[config.mk]
export PLATFORM = sky130hd
export DESIGN_NAME = pota_queue
export DESIGN_NICKNAME = d
export VERILOG_FILES = /design/src/design/pota_pkg.sv /design/src/design/pota_queue.sv
export SDC_FILE = /design/constraint.sdc
export NUM_CORES = 1
export LEC_CHECK = 0
export ABC_CLOCK_PERIOD_IN_PS = 5400
export BUFFER_PORTS_ARGS = -buffer_cell sky130_fd_sc_hd__buf_2
export CAP_MARGIN = 15
export CORE_MARGIN = 2
export CORE_UTILIZATION = 46
export CTS_CLUSTER_DIAMETER = 200
export DETAILED_ROUTE_END_ITERATION = 12
export GPL_TIMING_DRIVEN = 0
export PLACE_DENSITY = 0.66
export SETUP_SLACK_MARGIN = 0.5
export SYNTH_ARGS = -nofsm -noshare
export SYNTH_HDL_FRONTEND = slang
export SYNTH_SLANG_ARGS = --single-unit
[constraint.sdc]
create_clock -name clk -period 5.4 [get_ports clk]
set_input_delay 1.62 -clock clk [delete_from_list [all_inputs] [get_ports clk]]
set_output_delay 1.62 -clock clk [all_outputs]
set_load 0.03 [all_outputs]
[src/design/pota_pkg.sv]
// Package with the shared widths, register indexes and reset values of the assist torque unit.
`timescale 1ns / 1ps
`default_nettype none
package pota_pkg;

  localparam int GAIN_W   = 16;
  localparam int RATIO_W  = 4;
  localparam int MOTOR_W  = 8;
  localparam int THR_W    = 19;
  localparam int GSEL_W   = GAIN_W + RATIO_W;
  localparam int QUOT_W   = 20;
  localparam int TORQUE_W = 20;
  localparam int CFG_IDX_W = 3;
  localparam int CFG_DATA_W = 19;
  localparam int QDEPTH   = 4;
  localparam int QPTR_W   = 2;

  localparam logic [QUOT_W-1:0] TORQUE_POS_MAX = 20'd524287;
  localparam logic [QUOT_W-1:0] TORQUE_NEG_MAX = 20'd524288;

  typedef enum logic [CFG_IDX_W-1:0] {
    REG_ASSIST_GAIN   = 3'd0,
    REG_RIGHT_RATIO   = 3'd1,
    REG_RIGHT_MOTOR   = 3'd2,
    REG_ANGLE_LOW     = 3'd3,
    REG_VEL_THR       = 3'd4,
    REG_ANGLE_SAFETY  = 3'd5
  } cfg_reg_t;

  localparam logic [GAIN_W-1:0]  RST_ASSIST_GAIN  = 16'd6554;
  localparam logic [RATIO_W-1:0] RST_RIGHT_RATIO  = 4'd3;
  localparam logic [MOTOR_W-1:0] RST_RIGHT_MOTOR  = 8'd2;
  localparam logic [THR_W-1:0]   RST_ANGLE_LOW    = 19'd512;
  localparam logic [THR_W-1:0]   RST_VEL_THR      = 19'd256;
  localparam logic [THR_W-1:0]   RST_ANGLE_SAFETY = 19'd12800;

  // Handshake between the queue and its neighbors.
  typedef struct packed {
    logic push;
    logic pop;
  } q_ctrl_t;

  typedef struct packed {
    logic full;
    logic empty;
  } q_stat_t;

endpackage
`default_nettype wire

[src/design/pota_queue.sv]
// Short queue between the front and the back part.
`timescale 1ns / 1ps
`default_nettype none
module pota_queue
  import pota_pkg::*;
#(
  parameter int DATA_W = 62
) (
  input  wire logic              clk,
  input  wire logic              rst_n,
  input  wire q_ctrl_t           q_ctrl,
  output q_stat_t                q_stat,
  input  wire logic [DATA_W-1:0] wr_data,
  output logic [DATA_W-1:0]      rd_data
);

  logic [DATA_W-1:0] mem_r [QDEPTH];
  logic [QPTR_W-1:0] wp_r, rp_r;
  logic [QPTR_W:0]   cnt_r;

  assign q_stat.full  = (cnt_r == (QPTR_W+1)'(QDEPTH));
  assign q_stat.empty = (cnt_r == '0);
  assign rd_data      = mem_r[rp_r];

  always_ff @(posedge clk) begin
    if (q_ctrl.push) begin
      mem_r[wp_r] <= wr_data;
    end
  end

  always_ff @(posedge clk) begin
    if (!rst_n) begin
      wp_r  <= '0;
      rp_r  <= '0;
      cnt_r <= '0;
    end else begin
      if (q_ctrl.push) wp_r <= wp_r + 1'b1;
      if (q_ctrl.pop)  rp_r <= rp_r + 1'b1;
      if (q_ctrl.push && !q_ctrl.pop) begin
        cnt_r <= cnt_r + 1'b1;
      end else if (!q_ctrl.push && q_ctrl.pop) begin
        cnt_r <= cnt_r - 1'b1;
      end
    end
  end

endmodule
`default_nettype wire

==> metrics.cfg <==
[routing]
dr.first_iter.drc_count = 179
drt.antenna.violating_nets = 0
drcViolationCount = 0
first_pass_iters = 4
num_vias = 4230
wl_um = 16130
wl_per_cell_um = 19.67
via_per_inst = 5.159

[power]
ir_drop_mv = 0.2679
leakagePower_nw = 3.888
power_density_mw_per_mm2 = 408.2
p_sw_frac = 0.2316
seqPwrFrac = 0.497
p_switching_mw = 1.078
pwr-share-comb = 0.120
p_int_mw = 3.577
finalPower_mw = 4.655
p_clk_frac = 0.383

[floorplan]
ios = 130
die_x_um = 147.4
rows = 52
die_h_um = 147.4
initial_core_util = 0.4676
core-area_mm2 = 0.02023
die_area_mm2 = 0.02173

[status]
outcome = completed

[clocking]
clk_pin_slew_ns = 0.06
cts_sinks = 257
holdBufCountCts = 0
clock_path_buffers = 3
cts_setup_buffers = 0
tritoncts = yes
insertion_delay_ns = 0.52
cts_resized = 0
htreeDepth = 1
cts_root_buffer = clkbuf_16
cts-buffers-inserted = 27

[placement]
finalWeightedCongestion = 0.6677
place_ws_ns = 2.100
place_area_mm2 = 0.01054
numPortBuffers = 129
hpwl_um = 9719

[synth]
synth_warnings = 0
synth_area_mm2 = 0.009462
syn_inst = 367
yosysSeqAreaShare = 0.8061
ys_seq_elements = 257
syn_avg_cell_area_um2 = 25.78
yosysUniqueCellTypes = 22
synth_nets = 439

[worst_setup_path]
startpoint_type = flip-flop
crit_arrival_ns = 2.18
slowest_stage = clkbuf_1
setup.worst_path.end_class = output port
path_cells = clkbuf_1, buf_2, mux4_2, buf_2
ff2ff_path_depth = 4
rr_endpoint = mem_r[0][16]
slowest_delay_ns = 0.40
path_buf_inv = 3
r2r_start = wp_r[0]
cp_top_family = buffers and inverters
critPathKind = reg -> out
crit_top_cell = buf_2
cp_max_fo = 10
r2r_slack_ns = 3.67
critPathRequiredTime_ns = 3.78

[grt]
grt-ovfl-total = 0
antenna_found_initial = 0
grtUsageTotal = 0.1505
grt_max_degree = 35
grt_pass1_wl_um = 25180
grt_pass1_vias = 4569

[final_layout]
fillCellCount = 1516
nets = 601
drive_above_1_share = 0.4527
syn2layout_area_growth_pct = 20.54
finalInstanceArea_mm2 = 0.01140
diodes = 0

[timing]
fin_crit_ns = 3.795
fmax_mhz = 263.5
worst_pin_slew_ns = 0.5123
fin_crit_sh = 0.7028
setup_slack_ns = 1.605
clock_skew_ns = 0.008970
rsz0062_at_grt = false
hold_viol = 0
hold_ws_ns = 0.5274
finalMaxSlewViolations = 0
finalSetupViolCount = 0
slew_headroom = 0.6584
final.setup.tns_ns = 0

[flow_run]
max_cap_violations = 0

[hold_path]
hold_depth = 2
hp-class = reg -> reg
worstHoldStart = cnt_r[2]
holdPathEnd = cnt_r[2]

## state kept, by name, indices dropped and copies added (netlist names), named ones only
signal / count
cnt_r: 3
mem_r: 248
rp_r: 2
wp_r: 2
## final cells by class
type / count / area, µm² / share of cell area
multi-input cells: 92 / 1664 / 0.1459
inverters: 4 / 15.01 / 0.001317
flip-flops and latches: 257 / 7627 / 0.6688
repair buffers: 133 / 725.7 / 0.06363
plain buffers: 14 / 165.2 / 0.01448
well taps: 270 / 337.8 / 0.02962
clock buffers: 37 / 713.2 / 0.06253
clock inverters: 13 / 156.4 / 0.01371
## Yosys cell counts
cell      count  area (µm²)
edfxtp_1    248        7447
mux4_2       60        1351
and2_1        9       56.30
dfxtp_1       9       180.2
buf_12        6       120.1
buf_2         6       30.03
ha_1          5       62.56
inv_1         4       15.01
xor2_1        3       26.28
mux2i_1       2       20.02
mux4_1        2       52.55
nor2b_1       2       12.51
xnor2_1       2       17.52
a21boi_0      1       7.510
buf_6         1       11.26
clkbuf_1      1       3.750
fa_1          1       20.02
nand2_1       1       3.750
nor3_1        1       5.000
nor3b_1       1       7.510
o21ai_0       1       5.000
or3_1         1       6.260
## worst max path at each step
| stage | from | endpoint | slack (ns) | cells past startpoint |
|---|---|---|---|---|
| floorplan | q_ctrl[1] | mem_r[0][0] | 1.89 | 1 |
| global placement | q_ctrl[1] | mem_r[0][41] | 0.56 | 2 |
| detailed placement | flip-flop | rd_data[42] | 2.10 | 4 |
| CTS | flip-flop | rd_data[42] | 1.53 | 4 |
| global route | flip-flop | rd_data[22] | 1.48 | 4 |
| finish | flip-flop | rd_data[42] | 1.60 | 4 |
## layout by cell type (no fill, tap or decap), drive strengths merged
master	count
mux4	62
fa	1
buf	146
nor2b	2
inv	6
and2	9
mux2i	2
xnor2	2
nor3b	1
a21boi	1
clkbuf	38
nand2	1
or3	1
clkinv	7
o21ai	1
edfxtp	248
ha	5
dfxtp	9
xor2	3
clkinvlp	1
bufinv	3
nor3	1
## logic make-up (layout without fill, tap and decap cells)
logic type,count (synthesis),count (layout),share of synthesized area
flip-flops,257,257,0.8061
multiplexers,64,64,0.1505
buffers and inverters,18,201,0.01904
AND/OR/NAND/NOR,15,15,0.009653
adder cells (fa/ha/maj),6,6,0.008728
XOR/XNOR,5,5,0.004629
AO/OA/AOI/OAI,2,2,0.001322
## worst min-delay path, cell delays in order (launching register included)
cell and delay (ns):
dfxtp_1 0.33, o21ai_0 0.07, a21boi_0 0.07
## layer usage
metal / track usage / wire length, µm
met5: 0 / 0
met4: 0.03942 / 294
met3: 0.03025 / 824
met2: 0.2530 / 8293
met1: 0.2048 / 6718
## power by group through the flow
stage | Clock, mW | Sequential, mW | Combinational, mW
after floorplan | 0 | 2.35 | 0.390
after global placement | 0 | 2.36 | 0.547
after detailed placement | 0 | 2.36 | 0.567
after CTS | 1.83 | 2.31 | 0.569
after global routing | 1.91 | 2.32 | 0.597
final | 1.79 | 2.31 | 0.557
## stage by stage
step	std cells	utilization
floorplan	367	-
global placement	766	0.5162
detailed placement	770	0.5207
CTS	820	0.5636
global route	820	0.5636
finish	820	0.5636
Note: power is estimated with default switching activity, not from simulation.
