===== config.mk =====
export PLATFORM = sky130hd
export DESIGN_NAME = pota_front
export DESIGN_NICKNAME = d
export VERILOG_FILES = /design/src/design/pota_pkg.sv /design/src/design/pota_front.sv
export SDC_FILE = /design/constraint.sdc
export NUM_CORES = 1
export LEC_CHECK = 0
export BUFFER_PORTS_ARGS = -buffer_cell sky130_fd_sc_hd__buf_2
export CORE_MARGIN = 1
export CORE_UTILIZATION = 40
export CTS_BUF_LIST = sky130_fd_sc_hd__clkbuf_4
export CTS_CLUSTER_SIZE = 20
export DETAILED_ROUTE_END_ITERATION = 8
export GPL_TIMING_DRIVEN = 0
export RECOVER_POWER = 50
export SKIP_LAST_GASP = 1
export SLEW_MARGIN = 20
export SYNTH_ARGS = -nofsm -noshare
export SYNTH_HDL_FRONTEND = slang
export SYNTH_SLANG_ARGS = --single-unit

===== constraint.sdc =====
create_clock -name clk -period 4.7 [get_ports clk]
set_input_delay 0.47 -clock clk [delete_from_list [all_inputs] [get_ports clk]]
set_output_delay 0.47 -clock clk [all_outputs]
set_load 0.05 [all_outputs]

===== src/design/pota_pkg.sv =====
// Package with the shared widths, register indexes and reset values of the assist torque unit.
`timescale 1ns / 1ps
`default_nettype none
package pota_pkg;

  localparam int GAIN_W   = 16;
  localparam int RATIO_W  = 4;
  localparam int MOTOR_W  = 8;
  localparam int THR_W    = 19;
  localparam int GSEL_W   = GAIN_W + RATIO_W;
  localparam int QUOT_W   = 20;
  localparam int TORQUE_W = 20;
  localparam int CFG_IDX_W = 3;
  localparam int CFG_DATA_W = 19;
  localparam int QDEPTH   = 4;
  localparam int QPTR_W   = 2;

  localparam logic [QUOT_W-1:0] TORQUE_POS_MAX = 20'd524287;
  localparam logic [QUOT_W-1:0] TORQUE_NEG_MAX = 20'd524288;

  typedef enum logic [CFG_IDX_W-1:0] {
    REG_ASSIST_GAIN   = 3'd0,
    REG_RIGHT_RATIO   = 3'd1,
    REG_RIGHT_MOTOR   = 3'd2,
    REG_ANGLE_LOW     = 3'd3,
    REG_VEL_THR       = 3'd4,
    REG_ANGLE_SAFETY  = 3'd5
  } cfg_reg_t;

  localparam logic [GAIN_W-1:0]  RST_ASSIST_GAIN  = 16'd6554;
  localparam logic [RATIO_W-1:0] RST_RIGHT_RATIO  = 4'd3;
  localparam logic [MOTOR_W-1:0] RST_RIGHT_MOTOR  = 8'd2;
  localparam logic [THR_W-1:0]   RST_ANGLE_LOW    = 19'd512;
  localparam logic [THR_W-1:0]   RST_VEL_THR      = 19'd256;
  localparam logic [THR_W-1:0]   RST_ANGLE_SAFETY = 19'd12800;

  // Handshake between the queue and its neighbors.
  typedef struct packed {
    logic push;
    logic pop;
  } q_ctrl_t;

  typedef struct packed {
    logic full;
    logic empty;
  } q_stat_t;

endpackage
`default_nettype wire


===== src/design/pota_front.sv =====
// Front part: configuration registers, magnitude, gating and gain selection per word.
`timescale 1ns / 1ps
`default_nettype none
module pota_front
  import pota_pkg::*;
#(
  parameter int SAMPLE_WIDTH = 20
) (
  input  wire logic                       clk,
  input  wire logic                       rst_n,
  input  wire logic                       cfg_wr_en,
  input  wire logic [CFG_IDX_W-1:0]       cfg_index,
  input  wire logic [CFG_DATA_W-1:0]      cfg_wdata,
  input  wire logic                       in_valid,
  output logic                            in_ready,
  input  wire logic [SAMPLE_WIDTH-1:0]    joint_angle,
  input  wire logic [SAMPLE_WIDTH-1:0]    joint_velocity,
  input  wire logic [MOTOR_W-1:0]         motor_number,
  input  wire q_stat_t                    q_stat,
  output logic                            q_push,
  output logic [2*SAMPLE_WIDTH+GSEL_W+1:0] q_data
);

  localparam int W = SAMPLE_WIDTH;

  logic [GAIN_W-1:0]  gain_r;
  logic [RATIO_W-1:0] ratio_r;
  logic [MOTOR_W-1:0] rmotor_r;
  logic [THR_W-1:0]   alow_r, vthr_r, asafe_r;

  always_ff @(posedge clk) begin
    if (!rst_n) begin
      gain_r   <= RST_ASSIST_GAIN;
      ratio_r  <= RST_RIGHT_RATIO;
      rmotor_r <= RST_RIGHT_MOTOR;
      alow_r   <= RST_ANGLE_LOW;
      vthr_r   <= RST_VEL_THR;
      asafe_r  <= RST_ANGLE_SAFETY;
    end else if (cfg_wr_en) begin
      unique case (cfg_index)
        REG_ASSIST_GAIN:  gain_r   <= cfg_wdata[GAIN_W-1:0];
        REG_RIGHT_RATIO:  ratio_r  <= cfg_wdata[RATIO_W-1:0];
        REG_RIGHT_MOTOR:  rmotor_r <= cfg_wdata[MOTOR_W-1:0];
        REG_ANGLE_LOW:    alow_r   <= cfg_wdata[THR_W-1:0];
        REG_VEL_THR:      vthr_r   <= cfg_wdata[THR_W-1:0];
        REG_ANGLE_SAFETY: asafe_r  <= cfg_wdata[THR_W-1:0];
        default: ;
      endcase
    end
  end

  logic [W-1:0]      a_mag, v_mag;
  logic              wneg, gated;
  logic [W+THR_W-1:0] a_ext, v_ext;
  logic [GSEL_W-1:0] gsel;

  always_comb begin
    a_mag = joint_angle[W-1] ? (~joint_angle + 1'b1) : joint_angle;
    v_mag = joint_velocity[W-1] ? (~joint_velocity + 1'b1) : joint_velocity;
    wneg  = joint_velocity[W-1];
    a_ext = {{THR_W{1'b0}}, a_mag};
    v_ext = {{THR_W{1'b0}}, v_mag};
    gated = (a_ext < {{W{1'b0}}, alow_r}) || (v_ext < {{W{1'b0}}, vthr_r}) ||
            (a_ext > {{W{1'b0}}, asafe_r});
    if (motor_number == rmotor_r) begin
      gsel = {{RATIO_W{1'b0}}, gain_r} * {{GAIN_W{1'b0}}, ratio_r};
    end else begin
      gsel = {{RATIO_W{1'b0}}, gain_r};
    end
  end

  logic fv_r;
  logic [2*W+GSEL_W+1:0] fdata_r;

  assign q_push   = fv_r && !q_stat.full;
  assign in_ready = !fv_r || !q_stat.full;
  assign q_data   = fdata_r;

  always_ff @(posedge clk) begin
    if (!rst_n) begin
      fv_r <= 1'b0;
    end else if (in_ready) begin
      fv_r <= in_valid;
    end
  end

  always_ff @(posedge clk) begin
    if (in_ready && in_valid) begin
      fdata_r <= {gated, wneg, gsel, v_mag, a_mag};
    end
  end

endmodule
`default_nettype wire


==> impl_results.rst <==
.. list-table::
   :header-rows: 1

   * - Metric
     - Value
   * - Hold path endpoint
     - fv_r
   * - Clock transition at path regs
     - 140 ps
   * - Commonest cells after routing, fill and taps aside
     - nand2_1 (206), buf_2 (129), inv_1 (110)
   * - Storage cell area
     - 0.00358 mm2
   * - Crit Path Class
     - flop to flop
   * - Clock skew after layout
     - 12.7 ps
   * - Ratio of cells with drive above 1 in the final layout
     - between 10% and 20%
   * - Critical Path Source Type
     - flop
   * - Footprint of the multi-input gates
     - roughly 0.0053 mm2
   * - Register-to-register setup slack
     - approximately 600 ps
   * - Detailed Route Iter0 Violations
     - between 200 and 300
   * - Final-stage net count
     - about 1400
   * - Post-route ant nets
     - 0
   * - Area delta synth->final
     - 15.1%
   * - Leading cell type in the layout, fill and taps excluded
     - nand2_1
   * - Crit Reg-Reg Endpoint
     - q_data[57]
   * - Routability Congestion
     - just over 0.8
   * - Number of buffers inserted by hold repair at cts
     - 0
   * - Fmax
     - approximately 0.24 GHz
   * - Post-Syn Nets
     - around 1200
   * - Via/cell ratio
     - about 4.9
   * - Number of setup violations in the final report
     - 0
   * - Category of the worst setup path capture point
     - flop
   * - Class of the worst hold path
     - input port to flop
   * - Wire length per cell
     - approximately 15 um
   * - Top-level I/O count
     - 140
   * - Violations in the final reports
     - capacitance limit, slew limit
   * - Number of standard cells in the final layout excluding fillers
     - between 1500 and 2000
   * - Sum of overflow across all layers after global routing
     - 0
   * - Die outline height
     - about 160 um
   * - Detailed Place HPWL
     - ~18000 um
   * - Clock sink count
     - 148
   * - TritonCTS clock tree
     - built
   * - Post-layout min period
     - between 4000 and 5000 ps
   * - Number of iterations in the first detailed-routing pass
     - 5
   * - Core ar.
     - 0.0228 mm2
   * - Floorplan die area
     - 0.0241 mm2
   * - Leakage power
     - between 4 and 5 nW
   * - Buffer levels on the longest clock path
     - 2
   * - Netlist cell types
     - 52
   * - Number of enable flip-flop cells after synthesis
     - 62
   * - Number of remaining DRC errors
     - 0
   * - Async S/R FF share, synth
     - 0%
   * - TritonCTS Buffers
     - 17
   * - CTS Root Buffer Type
     - clkbuf_4
   * - Postcts setup bufs
     - 0
   * - Transition at the pin with the smallest max-transition slack
     - between 2000 and 2500 ps
   * - Worst r2r path cells
     - 13
   * - Maximum ir drop on the vdd rail
     - between 0.00015 and 0.0002 V
   * - CTS H-tree lvls
     - 4
   * - Peak fanout along the critical path
     - 10
   * - Synth Instances
     - 1031
   * - Via count of the first global-routing pass
     - ~7000
   * - Final wirelength
     - 22800 um
   * - Via count of the routed design
     - 7484
   * - Layout filler cell count
     - between 2000 and 2500
   * - Largest net degree at the start of global routing
     - between 40 and 50
   * - Synthesized flop and latch total
     - ~150
   * - Final core utilization
     - between 40% and 50%
   * - Worst Hold Launch
     - in_valid
   * - Max transition margin
     - -53.7%
   * - Signal arrival time at the worst endpoint
     - between 4000 and 5000 ps
   * - Max-cap check violation count
     - 1
   * - Final Hold Violating Endpoints
     - 0
   * - Seq/Total Area, Yosys
     - 38.2%
   * - Number of rows in the core area
     - between 50 and 60
   * - Count of yosys warnings during synthesis
     - 0
   * - Synthesized area divided by synthesized cell count
     - slightly above 9 um2
   * - Slew Limit Fails
     - 42
   * - Power density of the placed cells
     - around 280 mW/mm2
   * - Required time of the critical path
     - between 5000 and 6000 ps
   * - Initial antenna violation count
     - 3
   * - Netlist Area Pre-Place
     - 0.00938 mm2
   * - Aggregate global-route resource usage
     - 19.6%
   * - Count of buffers inserted at the top-level ports
     - ~140
   * - R2r startpoint
     - ratio_r[2]
   * - Synth Flop Type
     - dfxtp_1
   * - Horizontal extent of the die
     - about 160 um
   * - Global-route wire length before repair
     - about 37000 um
   * - Unrepaired setup endpoints after global routing
     - no
   * - CTS resizes
     - 0
   * - Setup_tns
     - 0 ps
   * - Effective utilization at floorplan
     - between 40% and 50%
   * - Number of instances in the placed design
     - approximately 1500
   * - Clock latency of the later-clocked register in the worst-skew pair
     - between 500 and 600 ps
   * - Run status
     - finished, violations left
   * - Cell depth of the worst min-delay path
     - 3
   * - Fraction of the cycle the final worst path needs
     - between 80% and 90%
kinds of logic (layout without fill, tap and decap cells):
| kind of cell | count (synthesis) | after routing | synth area share, % |
|---|---|---|---|
| simple gates | 366 | 366 | 18.2 |
| flops | 148 | 148 | 38.2 |
| xor+xnor | 56 | 56 | 5.23 |
| other cells | 0 | 2 | 0 |
| buf+inv | 143 | 312 | 5.72 |
| compound gates | 194 | 194 | 14.1 |
| fa+ha+maj | 109 | 109 | 16.8 |
| mux | 15 | 15 | 1.76 |
power by group:
group,switching (mW),internal [mW]
Combinational,0.433,0.226
Clock,0.539,0.440
Sequential,0.0232,1.40
metrics by stage:
stage,setup WS [ps],hold slack [ps],total power [mW],instance area [um2]
global route,270,103,3.22,10800
finish,584,127,3.06,10800
CTS,628,60.3,3.09,10800
global placement,401,451,2.11,10500
detailed placement,342,459,2.12,10500
floorplan,1140,439,1.92,9380
worst max path at each step:
stage | from | to | cells after the start
final | ratio_r[2] | q_data[57] | 13
after detailed placement | joint_angle[6] | q_data[61] | 13
after global placement | joint_angle[6] | q_data[61] | 13
after CTS | ratio_r[2] | q_data[57] | 13
after floorplan | joint_angle[6] | q_data[61] | 12
after global routing | ratio_r[3] | q_data[57] | 13
metal layers:
metal  GRT usage (%)  share of wire (%)  vias up  wire, um
met3            4.35                4.6       18      1050
met5               0              0.074        -        17
met1            27.9                 51     3476     11500
li1                -                  -     3805         -
met2            30.4                 44      183     10000
met4            4.24               0.92        2       210
flip-flops by register name, summed over array words and instances, names as in the netlist:
signal and cells:
asafe_r 19, alow_r 19, rmotor_r 8, fv_r 1
q_data 62, gain_r 16, ratio_r 4, vthr_r 19
layout make-up:
class | instances | area share, %
sequential | 148 | 33.2
clock inverter | 15 | 2.01
antenna | 2 | 0.0464
tap | 313 | 3.63
timing repair buffer | 137 | 6.26
inverter | 110 | 3.83
buffer | 33 | 1.15
multi-input combinational | 740 | 48.7
clock buffer | 17 | 1.18
Yosys cell counts, types with 2 or more instances:
cell type	count	share of area, %
nor3b_1	2	0.16
a21o_1	11	0.88
mux2_2	12	1.4
xnor2_1	49	4.6
a211o_1	2	0.19
o21a_1	2	0.16
nor2b_1	10	0.67
o31ai_1	9	0.72
o21ai_0	30	1.6
or2_2	2	0.13
and3_1	2	0.13
a31oi_1	2	0.13
nand2_1	206	8.2
ha_1	81	11
o41ai_2	2	0.35
or4_1	2	0.16
nor3_1	7	0.37
or3_1	4	0.27
clkbuf_1	32	1.3
a21boi_0	71	5.7
nand3_1	21	1.1
nor4_1	4	0.27
and2_1	49	3.3
fa_1	28	6.0
xor2_1	7	0.65
nand4_1	9	0.60
a31o_2	2	0.19
o211ai_1	8	0.64
a21oi_1	36	1.9
a211oi_1	7	0.56
nand2b_1	5	0.33
dfxtp_1	86	18
nor2_1	31	1.2
o21bai_1	2	0.16
o41ai_1	5	0.47
mux2i_1	3	0.32
or4_4	2	0.24
nand4b_1	4	0.37
inv_1	110	4.4
edfxtp_1	62	20
worst max-delay path, stage by stage (launching register included):
cell and delay, ps:
dfxtp_1 490, clkbuf_1 380, nand2_1 140, fa_1 540, inv_1 60, fa_1 520, ha_1 300, a21oi_1 70
nand4b_1 220, a21oi_1 350, o21ai_0 200, a211o_1 310, a21oi_1 130, and3b_1 180
(Power assumes the default switching activity.)
